===== config.mk =====
export PLATFORM = sky130hd
export DESIGN_NAME = bubble_sort_engine
export DESIGN_NICKNAME = d
export VERILOG_FILES = /design/src/bse_pkg.sv /design/src/bse_ram.sv /design/src/bse_ctrl.sv /design/src/bse_dp.sv /design/src/bubble_sort_engine.sv
export SDC_FILE = /design/constraint.sdc
export NUM_CORES = 2
export LEC_CHECK = 0
export BUFFER_PORTS_ARGS = -buffer_cell sky130_fd_sc_hd__buf_2
export CAP_MARGIN = 40
export CORE_MARGIN = 10
export CORE_UTILIZATION = 54
export CTS_CLUSTER_SIZE = 8
export DETAILED_ROUTE_END_ITERATION = 10
export PLACE_DENSITY = 0.72
export SETUP_SLACK_MARGIN = 0.05
export SYNTH_ARGS = -nofsm -noshare
export SYNTH_HDL_FRONTEND = slang
export SYNTH_HIERARCHICAL = 1
export SYNTH_SLANG_ARGS = --single-unit

===== constraint.sdc =====
create_clock -name clk -period 4.8 [get_ports clk]
set_clock_uncertainty 0.05 [all_clocks]
set_input_delay 0.96 -clock clk [delete_from_list [all_inputs] [get_ports clk]]
set_output_delay 0.96 -clock clk [all_outputs]
set_load 0.1 [all_outputs]

===== src/bse_pkg.sv =====
`default_nettype none
// ----------------------------------------------------------------------------
// bse_pkg
// Shared constants and controller/datapath interface types of the sort engine.
// ----------------------------------------------------------------------------
package bse_pkg;

	localparam int MAX_ELEMENTS_DEF = 64;
	localparam int DATA_WIDTH_DEF   = 32;

	// Commands from the controller to the datapath
	typedef struct packed {
		logic store;      // input transfer: write value or drop it
		logic store_last; // input transfer carries the last mark
		logic pass_init;  // take element 0 as carry, start reading element 1
		logic step;       // compare carry with next element, write back the lower one
		logic pass_end;   // write carry to the top of the pass, shrink the range
		logic out_rd;     // read the next sorted element
		logic out_cap;    // load the output register
		logic out_adv;    // advance the output index
		logic finish;     // clear count and drop flag for the next array
	} bse_cmd_t;

	// Status from the datapath to the controller
	typedef struct packed {
		logic k_end;    // compare index reached the top of the pass
		logic m_zero;   // single stored element, nothing to sort
		logic m_one;    // this pass is the final one
		logic swapped;  // the current pass exchanged at least one pair
		logic out_last; // the output register holds the final element
	} bse_status_t;

endpackage : bse_pkg
`default_nettype wire


===== src/bse_ram.sv =====
`default_nettype none
// ----------------------------------------------------------------------------
// bse_ram
// Generic single-write, single-read RAM with registered read data.
// ----------------------------------------------------------------------------
module bse_ram #(
	parameter int WIDTH = 32,
	parameter int DEPTH = 64
) (
	input  wire logic                     clk,
	input  wire logic                     we,
	input  wire logic [$clog2(DEPTH)-1:0] waddr,
	input  wire logic [WIDTH-1:0]         wdata,
	input  wire logic [$clog2(DEPTH)-1:0] raddr,
	output logic      [WIDTH-1:0]         rdata
);

	logic [WIDTH-1:0] mem_q [DEPTH];

	always_ff @(posedge clk) begin
		if (we) begin
			mem_q[waddr] <= wdata;
		end
		rdata <= mem_q[raddr];
	end

endmodule : bse_ram
`default_nettype wire


===== src/bse_ctrl.sv =====
`default_nettype none
// ----------------------------------------------------------------------------
// bse_ctrl
// Sequencer for load, bubble passes and ordered readout.
// ----------------------------------------------------------------------------
module bse_ctrl (
	input  wire logic                 clk,
	input  wire logic                 arst_n,
	input  wire logic                 in_valid,
	input  wire logic                 in_last,
	output logic                      in_ready,
	output logic                      out_valid,
	input  wire logic                 out_ready,
	output bse_pkg::bse_cmd_t         cmd,
	input  wire bse_pkg::bse_status_t status
);

	import bse_pkg::*;

	typedef enum logic [2:0] {
		S_LOAD,
		S_P0,
		S_P1,
		S_RUN,
		S_PEND,
		S_ORD,
		S_OCAP,
		S_OWAIT
	} state_t;

	state_t state_q;
	state_t state_d;

	assign in_ready  = (state_q == S_LOAD);
	assign out_valid = (state_q == S_OWAIT);

	always_comb begin
		cmd     = '0;
		state_d = state_q;
		unique case (state_q)
			S_LOAD: begin
				cmd.store      = in_valid;
				cmd.store_last = in_valid && in_last;
				if (in_valid && in_last) begin
					state_d = S_P0;
				end
			end
			S_P0: begin
				// single element: skip straight to readout
				state_d = status.m_zero ? S_ORD : S_P1;
			end
			S_P1: begin
				cmd.pass_init = 1'b1;
				state_d       = S_RUN;
			end
			S_RUN: begin
				cmd.step = 1'b1;
				if (status.k_end) begin
					state_d = S_PEND;
				end
			end
			S_PEND: begin
				cmd.pass_end = 1'b1;
				// stop early once a pass leaves everything in place
				state_d = (status.m_one || !status.swapped) ? S_ORD : S_P0;
			end
			S_ORD: begin
				cmd.out_rd = 1'b1;
				state_d    = S_OCAP;
			end
			S_OCAP: begin
				cmd.out_cap = 1'b1;
				state_d     = S_OWAIT;
			end
			S_OWAIT: begin
				if (out_ready) begin
					if (status.out_last) begin
						cmd.finish = 1'b1;
						state_d    = S_LOAD;
					end else begin
						cmd.out_adv = 1'b1;
						state_d     = S_ORD;
					end
				end
			end
			default: begin
				state_d = S_LOAD;
			end
		endcase
	end

	always_ff @(posedge clk or negedge arst_n) begin
		if (!arst_n) begin
			state_q <= S_LOAD;
		end else begin
			state_q <= state_d;
		end
	end

endmodule : bse_ctrl
`default_nettype wire


===== src/bse_dp.sv =====
`default_nettype none
// ----------------------------------------------------------------------------
// bse_dp
// Element buffer, counters, carry register and compare-exchange unit.
// ----------------------------------------------------------------------------
module bse_dp #(
	parameter int MAX_ELEMENTS = bse_pkg::MAX_ELEMENTS_DEF,
	parameter int DATA_WIDTH   = bse_pkg::DATA_WIDTH_DEF
) (
	input  wire logic              clk,
	input  wire logic              arst_n,
	input  wire bse_pkg::bse_cmd_t cmd,
	output bse_pkg::bse_status_t   status,
	input  wire logic [DATA_WIDTH-1:0] value,
	output logic      [DATA_WIDTH-1:0] sorted_value,
	output logic                       last_out,
	output logic                       overflow
);

	import bse_pkg::*;

	localparam int AW = $clog2(MAX_ELEMENTS);
	localparam int CW = $clog2(MAX_ELEMENTS + 1);

	logic [CW-1:0]         count_q;
	logic                  dropped_q;
	logic [AW-1:0]         k_q;
	logic [AW-1:0]         m_q;
	logic [AW-1:0]         ocnt_q;
	logic                  swapped_q;
	logic [DATA_WIDTH-1:0] carry_q;
	logic [DATA_WIDTH-1:0] out_data_q;
	logic                  out_last_q;
	logic                  out_ovf_q;

	logic                  count_full;
	logic                  swap;
	logic                  ram_we;
	logic [AW-1:0]         ram_waddr;
	logic [DATA_WIDTH-1:0] ram_wdata;
	logic [AW-1:0]         ram_raddr;
	logic [DATA_WIDTH-1:0] ram_rdata;

	assign count_full = (count_q == CW'(MAX_ELEMENTS));
	assign swap       = $signed(carry_q) > $signed(ram_rdata);

	always_comb begin
		ram_we    = 1'b0;
		ram_waddr = '0;
		ram_wdata = carry_q;
		if (cmd.store) begin
			ram_we    = !count_full;
			ram_waddr = count_q[AW-1:0];
			ram_wdata = value;
		end else if (cmd.step) begin
			// lower of the pair settles one slot below the compare index
			ram_we    = 1'b1;
			ram_waddr = k_q - AW'(1);
			ram_wdata = swap ? ram_rdata : carry_q;
		end else if (cmd.pass_end) begin
			ram_we    = 1'b1;
			ram_waddr = m_q;
			ram_wdata = carry_q;
		end
	end

	always_comb begin
		ram_raddr = '0;
		if (cmd.pass_init) begin
			ram_raddr = AW'(1);
		end else if (cmd.step) begin
			ram_raddr = k_q + AW'(1);
		end else if (cmd.out_rd) begin
			ram_raddr = ocnt_q;
		end
	end

	bse_ram #(
		.WIDTH (DATA_WIDTH),
		.DEPTH (MAX_ELEMENTS)
	) u_buf (
		.clk   (clk),
		.we    (ram_we),
		.waddr (ram_waddr),
		.wdata (ram_wdata),
		.raddr (ram_raddr),
		.rdata (ram_rdata)
	);

	always_ff @(posedge clk or negedge arst_n) begin
		if (!arst_n) begin
			count_q   <= '0;
			dropped_q <= 1'b0;
			k_q       <= '0;
			m_q       <= '0;
			ocnt_q    <= '0;
			swapped_q <= 1'b0;
		end else begin
			if (cmd.store) begin
				if (count_full) begin
					dropped_q <= 1'b1;
				end else begin
					count_q <= count_q + CW'(1);
				end
			end
			if (cmd.store_last) begin
				m_q <= count_full ? AW'(MAX_ELEMENTS - 1) : count_q[AW-1:0];
			end
			if (cmd.pass_init) begin
				k_q       <= AW'(1);
				swapped_q <= 1'b0;
			end
			if (cmd.step) begin
				k_q <= k_q + AW'(1);
				if (swap) begin
					swapped_q <= 1'b1;
				end
			end
			if (cmd.pass_end) begin
				m_q <= m_q - AW'(1);
			end
			if (cmd.out_adv) begin
				ocnt_q <= ocnt_q + AW'(1);
			end
			if (cmd.finish) begin
				count_q   <= '0;
				dropped_q <= 1'b0;
				ocnt_q    <= '0;
			end
		end
	end

	always_ff @(posedge clk) begin
		if (cmd.pass_init) begin
			carry_q <= ram_rdata;
		end else if (cmd.step && !swap) begin
			carry_q <= ram_rdata;
		end
		if (cmd.out_cap) begin
			out_data_q <= ram_rdata;
			out_last_q <= (CW'(ocnt_q) + CW'(1)) == count_q;
			out_ovf_q  <= dropped_q;
		end
	end

	assign status.k_end    = (k_q == m_q);
	assign status.m_zero   = (m_q == '0);
	assign status.m_one    = (m_q == AW'(1));
	assign status.swapped  = swapped_q;
	assign status.out_last = out_last_q;

	assign sorted_value = out_data_q;
	assign last_out     = out_last_q;
	assign overflow     = out_ovf_q;

endmodule : bse_dp
`default_nettype wire


===== src/bubble_sort_engine.sv =====
`default_nettype none
// ----------------------------------------------------------------------------
// bubble_sort_engine
// Buffers a frame of signed values and returns it sorted in ascending order.
// ----------------------------------------------------------------------------
// Usage:
// - Slave channel: one signed value per transfer on s_tdata, s_tlast on the
//   final value of a frame. Values beyond MAX_ELEMENTS are dropped.
// - Master channel: the stored values in ascending order (equal values keep
//   their arrival order), m_tlast on the final one, m_tuser set on every
//   result of a frame that lost values.
// - Load stores each value as its transfer is accepted; s_tready is high only while loading.
// - Sorting runs bubble passes through the buffer RAM (one write and one read
//   port): the range shrinks by one per pass, and sorting stops after the
//   first pass without an exchange, so an already sorted frame costs one pass.
//   The pace of a pass is set by the RAM, one read and one write per cycle.
// - Readout handles each result in order: address, registered read, present;
//   a low m_tready simply holds the current result, nothing is lost.
// - After the final result is taken the block returns to loading.
// - Reset (arst_n low) drops any partial frame and returns to loading; the
//   buffer contents are not cleared, only entries of the current frame are read.
// ----------------------------------------------------------------------------
module bubble_sort_engine #(
	parameter int MAX_ELEMENTS = bse_pkg::MAX_ELEMENTS_DEF,
	parameter int DATA_WIDTH   = bse_pkg::DATA_WIDTH_DEF
) (
	input  wire logic                                clk,
	input  wire logic                                arst_n,
	// slave channel
	input  wire logic                                s_tvalid,
	output logic                                     s_tready,
	input  wire logic [((DATA_WIDTH + 7) / 8)*8-1:0] s_tdata,  // value, zero pad
	input  wire logic                                s_tlast,  // last_in
	// master channel
	output logic                                     m_tvalid,
	input  wire logic                                m_tready,
	output logic      [((DATA_WIDTH + 7) / 8)*8-1:0] m_tdata,  // sorted_value, zero pad
	output logic                                     m_tlast,  // last_out
	output logic                                     m_tuser   // overflow
);

	import bse_pkg::*;

	localparam int TDW = ((DATA_WIDTH + 7) / 8) * 8;

	bse_cmd_t              cmd;
	bse_status_t           status;
	logic [DATA_WIDTH-1:0] sorted_value;

	// Sequencer: handshakes and step commands
	bse_ctrl u_ctrl (
		.clk       (clk),
		.arst_n    (arst_n),
		.in_valid  (s_tvalid),
		.in_last   (s_tlast),
		.in_ready  (s_tready),
		.out_valid (m_tvalid),
		.out_ready (m_tready),
		.cmd       (cmd),
		.status    (status)
	);

	// Buffer, compare-exchange and output register
	bse_dp #(
		.MAX_ELEMENTS (MAX_ELEMENTS),
		.DATA_WIDTH   (DATA_WIDTH)
	) u_dp (
		.clk          (clk),
		.arst_n       (arst_n),
		.cmd          (cmd),
		.status       (status),
		.value        (s_tdata[DATA_WIDTH-1:0]),
		.sorted_value (sorted_value),
		.last_out     (m_tlast),
		.overflow     (m_tuser)
	);

	// zero-fill the byte padding above the value
	assign m_tdata = TDW'(sorted_value);

endmodule : bubble_sort_engine
`default_nettype wire

==> implementation parameters <==
Parameter                              Value

Yosys
  Number of enable-type register cells in the synthesized netlist    2114
  Cell with the most instances after synthesis    sky130_fd_sc_hd__edfxtp_1
  Mean area per synthesized cell    21.3 um^2
  Number of synthesized register bits    2176
  Cell types with the highest counts after synthesis    sky130_fd_sc_hd__edfxtp_1 (2114), sky130_fd_sc_hd__mux4_2 (544), sky130_fd_sc_hd__nor2_1 (205)
  Cell area after technology mapping    84800 um^2
  Biggest area consumer among synthesized cells    sky130_fd_sc_hd__edfxtp_1
  Multiplexer share of the synthesized area    15.6%
  Post-synthesis async set-or-reset flop share    1.38%
  Most area-consuming cells after synthesis    sky130_fd_sc_hd__edfxtp_1 (75%), sky130_fd_sc_hd__mux4_2 (14%), sky130_fd_sc_hd__mux2i_1 (1.2%)
  Area share of the largest cell type after synthesis    74.9%
  Simple-gate portion of the synthesized area    2.58%
  Predominant post-synthesis flop cell    sky130_fd_sc_hd__edfxtp_1
  Dominant combinational cell family by area after synthesis    multiplexers
  Number of distinct library cells after synthesis    70
  Synth Instances    3981
  Synthesis Warnings    6
  Number of nets in the synthesized netlist    4057
  Register area share after synthesis    76.5%
  Area fraction in compound gates after synthesis    2.90%
  Adder-cell share of the synthesized area    0.575%
  Xor/xnor share of the synthesized area    0.310%

Die
  Core Region    156000 um^2
  Ports    73
  Effective utilization at floorplan    54.3%
  Area of the die    173000 um^2
  Height of the die    416 um
  X dimension of the die    416 um
  Count of standard-cell rows    145

STA
  Final count of hold timing violations    0
  Min cycle time layout    4.69 ns
  RSZ-0062 raised after global routing    no
  Post-route fraction of the period consumed by the critical path    97.7%
  Actual transition at the worst max-transition pin    0.973 ns
  Achievable frequency    213 MHz
  Smallest setup slack after layout    0.111 ns
  Accumulated negative setup slack    0 ns
  Remaining max-slew budget at the tightest pin    34.7%
  Count of final max-slew check failures    0
  Setup violators final    0

Placement
  Setup Slack @ Placement    0.188 ns
  Half-perimeter wire length of the detailed placement result    127000 um
  Final weighted congestion in routability-driven placement    0.841
  PortBufs    72

Global routing
  Number of antenna violations at the first check in global routing    14
  GR Overflow Total    0
  Largest net degree at the start of global routing    97
  First-pass GRT wire length    326000 um
  Vias in the first global route    45.1k
  Total global routing track utilization    26.0%

Power and ir drop
  Internal Pwr Total    47.6 mW
  Lkg Pwr    31.0 nW
  Power Density    722 nW/um^2
  Sequential power share    39.5%
  Switching power    23.8 mW
  Switching part of the total power    33.4%
  VDD IR-drop max    1.01 mV
  Total chip power    71.4 mW
  Comb pwr share    32.7%
  Share of total power in the clock network    27.8%

Clock network
  Post-CTS setup buffers    0
  Clock sink total    2176
  Number of CTS-inserted buffers    322
  Number of buffers between clock root and the deepest sink    4
  Clock root buffer    sky130_fd_sc_hd__clkbuf_16
  Source-to-sink clock delay at the later pin of the worst-skew pair    0.91 ns
  Number of H-tree levels    5
  Clock-pin slew reported for the worst setup and hold paths after clock tree synthesis    0.05 ns
  TritonCTS clock tree    done

Route
  Wire length per cell    34.1 um
  Post-route antenna net violation count    0
  Number of optimization iterations in the first detailed-route pass    7
  First DRT Iteration DRCs    6483
  Post-detailed-routing wire length    226000 um
  Via count normalized by instance count    6.63
  Vias after detailed routing    43.8k
  DRC violation count after routing    0

Worst setup path
  Startpoint types    flip-flop
  Data required time at the worst endpoint    5.49 ns
  Crit end category    flip-flop
  Maximum fanout count along the critical path    36
  Arrival time at the worst endpoint    5.38 ns
  Category of the most critical setup path    flip-flop to flip-flop
  Worst Reg2Reg Path Length in Cells    11
  Reg2Reg Setup Slack    0.11 ns

Finish
  Area growth syn-to-layout    16.7%
  Final design utilization    63.4%
  Total number of nets in the final design    4486
  Fraction of layout instances using a drive strength above 1    29.2%
  Number of filler instances in the final layout    9923

Run
  Max-cap violation count    0

Run status
  Result of the run    finished clean

Hold path
  Worst Hold Class    input port to asynchronous set/reset pin
[placed cells by master (no fill, tap or decap), types with 12 or more instances in the layout]
| master | instances |
|---|---|
| sky130_fd_sc_hd__xnor2_1 | 16 |
| sky130_fd_sc_hd__mux2i_1 | 98 |
| sky130_fd_sc_hd__clkbuf_16 | 328 |
| sky130_fd_sc_hd__dfxtp_1 | 32 |
| sky130_fd_sc_hd__o22ai_1 | 82 |
| sky130_fd_sc_hd__nand4_1 | 12 |
| sky130_fd_sc_hd__edfxtp_1 | 2114 |
| sky130_fd_sc_hd__mux4_2 | 544 |
| sky130_fd_sc_hd__ha_1 | 39 |
| sky130_fd_sc_hd__o211ai_1 | 14 |
| sky130_fd_sc_hd__nor2b_1 | 22 |
| sky130_fd_sc_hd__o211ai_4 | 20 |
| sky130_fd_sc_hd__clkbuf_1 | 128 |
| sky130_fd_sc_hd__a22oi_1 | 15 |
| sky130_fd_sc_hd__nand2_1 | 97 |
| sky130_fd_sc_hd__o21ai_0 | 18 |
| sky130_fd_sc_hd__o2111ai_1 | 32 |
| sky130_fd_sc_hd__nor2_4 | 65 |
| sky130_fd_sc_hd__buf_12 | 67 |
| sky130_fd_sc_hd__nand3_1 | 14 |
| sky130_fd_sc_hd__nand2b_1 | 48 |
| sky130_fd_sc_hd__nor3_1 | 15 |
| sky130_fd_sc_hd__buf_4 | 195 |
| sky130_fd_sc_hd__a21oi_1 | 94 |
| sky130_fd_sc_hd__dfrtp_1 | 28 |
| sky130_fd_sc_hd__nor2_1 | 140 |
| sky130_fd_sc_hd__xor2_1 | 14 |
| sky130_fd_sc_hd__o221ai_1 | 27 |
| sky130_fd_sc_hd__inv_1 | 44 |
| sky130_fd_sc_hd__buf_2 | 76 |
[repair_timing]
action / CTS / global route
resized for setup: 0 / 7
hold buffers: 0 / 0
setup endpoints to repair: 0 / 5
[per-stage QoR]
| step | instances | hold WS [ns] | area, um^2 |
|---|---|---|---|
| after floorplan | 3981 | 0.376 | 85000 |
| after global placement | 6136 | 0.391 | 90100 |
| after detailed placement | 6142 | 0.397 | 90200 |
| after CTS | 6603 | 0.0620 | 98900 |
| after global routing | 6605 | 0.118 | 99000 |
| final | 6608 | 0.0776 | 99000 |
[critical path, stage by stage (launching register included)]
cell                      delay [ns]
sky130_fd_sc_hd__dfrtp_1        0.58
sky130_fd_sc_hd__and3b_1        0.24
sky130_fd_sc_hd__nor2b_1        0.47
sky130_fd_sc_hd__nand2_1        0.18
sky130_fd_sc_hd__a21oi_4        0.72
sky130_fd_sc_hd__buf_12         0.35
sky130_fd_sc_hd__buf_4          0.28
sky130_fd_sc_hd__mux4_2         0.32
sky130_fd_sc_hd__mux2i_1        0.33
sky130_fd_sc_hd__nor2_1         0.07
sky130_fd_sc_hd__o32ai_1        0.79
sky130_fd_sc_hd__nor3_1         0.14
[registers in the layout (all words and copies together) (netlist names)]
signal and flops:
u_dp/carry_q 32, u_dp/overflow 1, u_dp/u_buf/rdata 32, u_dp/last_out 1, u_dp/swapped_q 1, u_ctrl/state_q 3, u_dp/m_q 6, u_dp/ocnt_q 6
u_dp/k_q 6, u_dp/count_q 7, u_dp/sorted_value 32, u_dp/dropped_q 1, u_dp/u_buf/mem_q 2048
[power groups by stage]
stage          clock network (mW)  registers (mW)  logic [mW]
2_1_floorplan                   0            29.0        13.3
3_3_place_gp                    0            28.5        22.3
3_5_place_dp                    0            28.5        22.9
4_1_cts                      20.1            28.2        23.1
5_1_grt                      20.9            28.3        24.5
6_report                     19.8            28.2        23.4
[final cells by class]
type | instances | area [um^2] | share of cell area, %
Antenna cell | 3 | 7.51 | 0.00759
Multi-Input combinational cell | 1527 | 19400 | 19.6
Timing Repair Buffer | 339 | 3210 | 3.25
Inverter | 44 | 165 | 0.167
Clock inverter | 5 | 51.3 | 0.0518
Sequential cell | 2176 | 64900 | 65.6
Clock buffer | 456 | 8690 | 8.78
Tap cell | 2058 | 2570 | 2.60
[cells by family (layout without fill, tap and decap cells)]
| family | Yosys count | after routing |
|---|---|---|
| muxes | 642 | 642 |
| DFF | 2176 | 2176 |
| and+or+nand+nor | 466 | 466 |
| AOI/OAI and AO/OA | 350 | 350 |
| adders and majority gates | 39 | 39 |
| other | 0 | 3 |
| xor gates and xnor gates | 30 | 30 |
| buffers and inverters | 278 | 844 |
[path summary, 6_finish.rpt]
check	start	to
worst max register to register	u_ctrl/state_q[2]	u_dp/u_buf/rdata[4]
worst min register to register	u_dp/dropped_q	u_dp/overflow
worst min-delay path	arst_n	u_ctrl/state_q[0]
worst max-delay path	u_ctrl/state_q[2]	u_dp/u_buf/rdata[4]
max in group asynchronous	arst_n	u_ctrl/state_q[1]
min in group clk	s_tlast	u_ctrl/state_q[0]
[routing by layer]
layer  part of all wire [%]  global-route usage, %  wire [um]
met1                     35                   34.3      80100
met2                     48                   40.9     108000
met3                     12                   7.13      26900
met4                    4.6                   11.3      10400
met5                  0.015                      0         34
(Power assumes the default switching activity.)
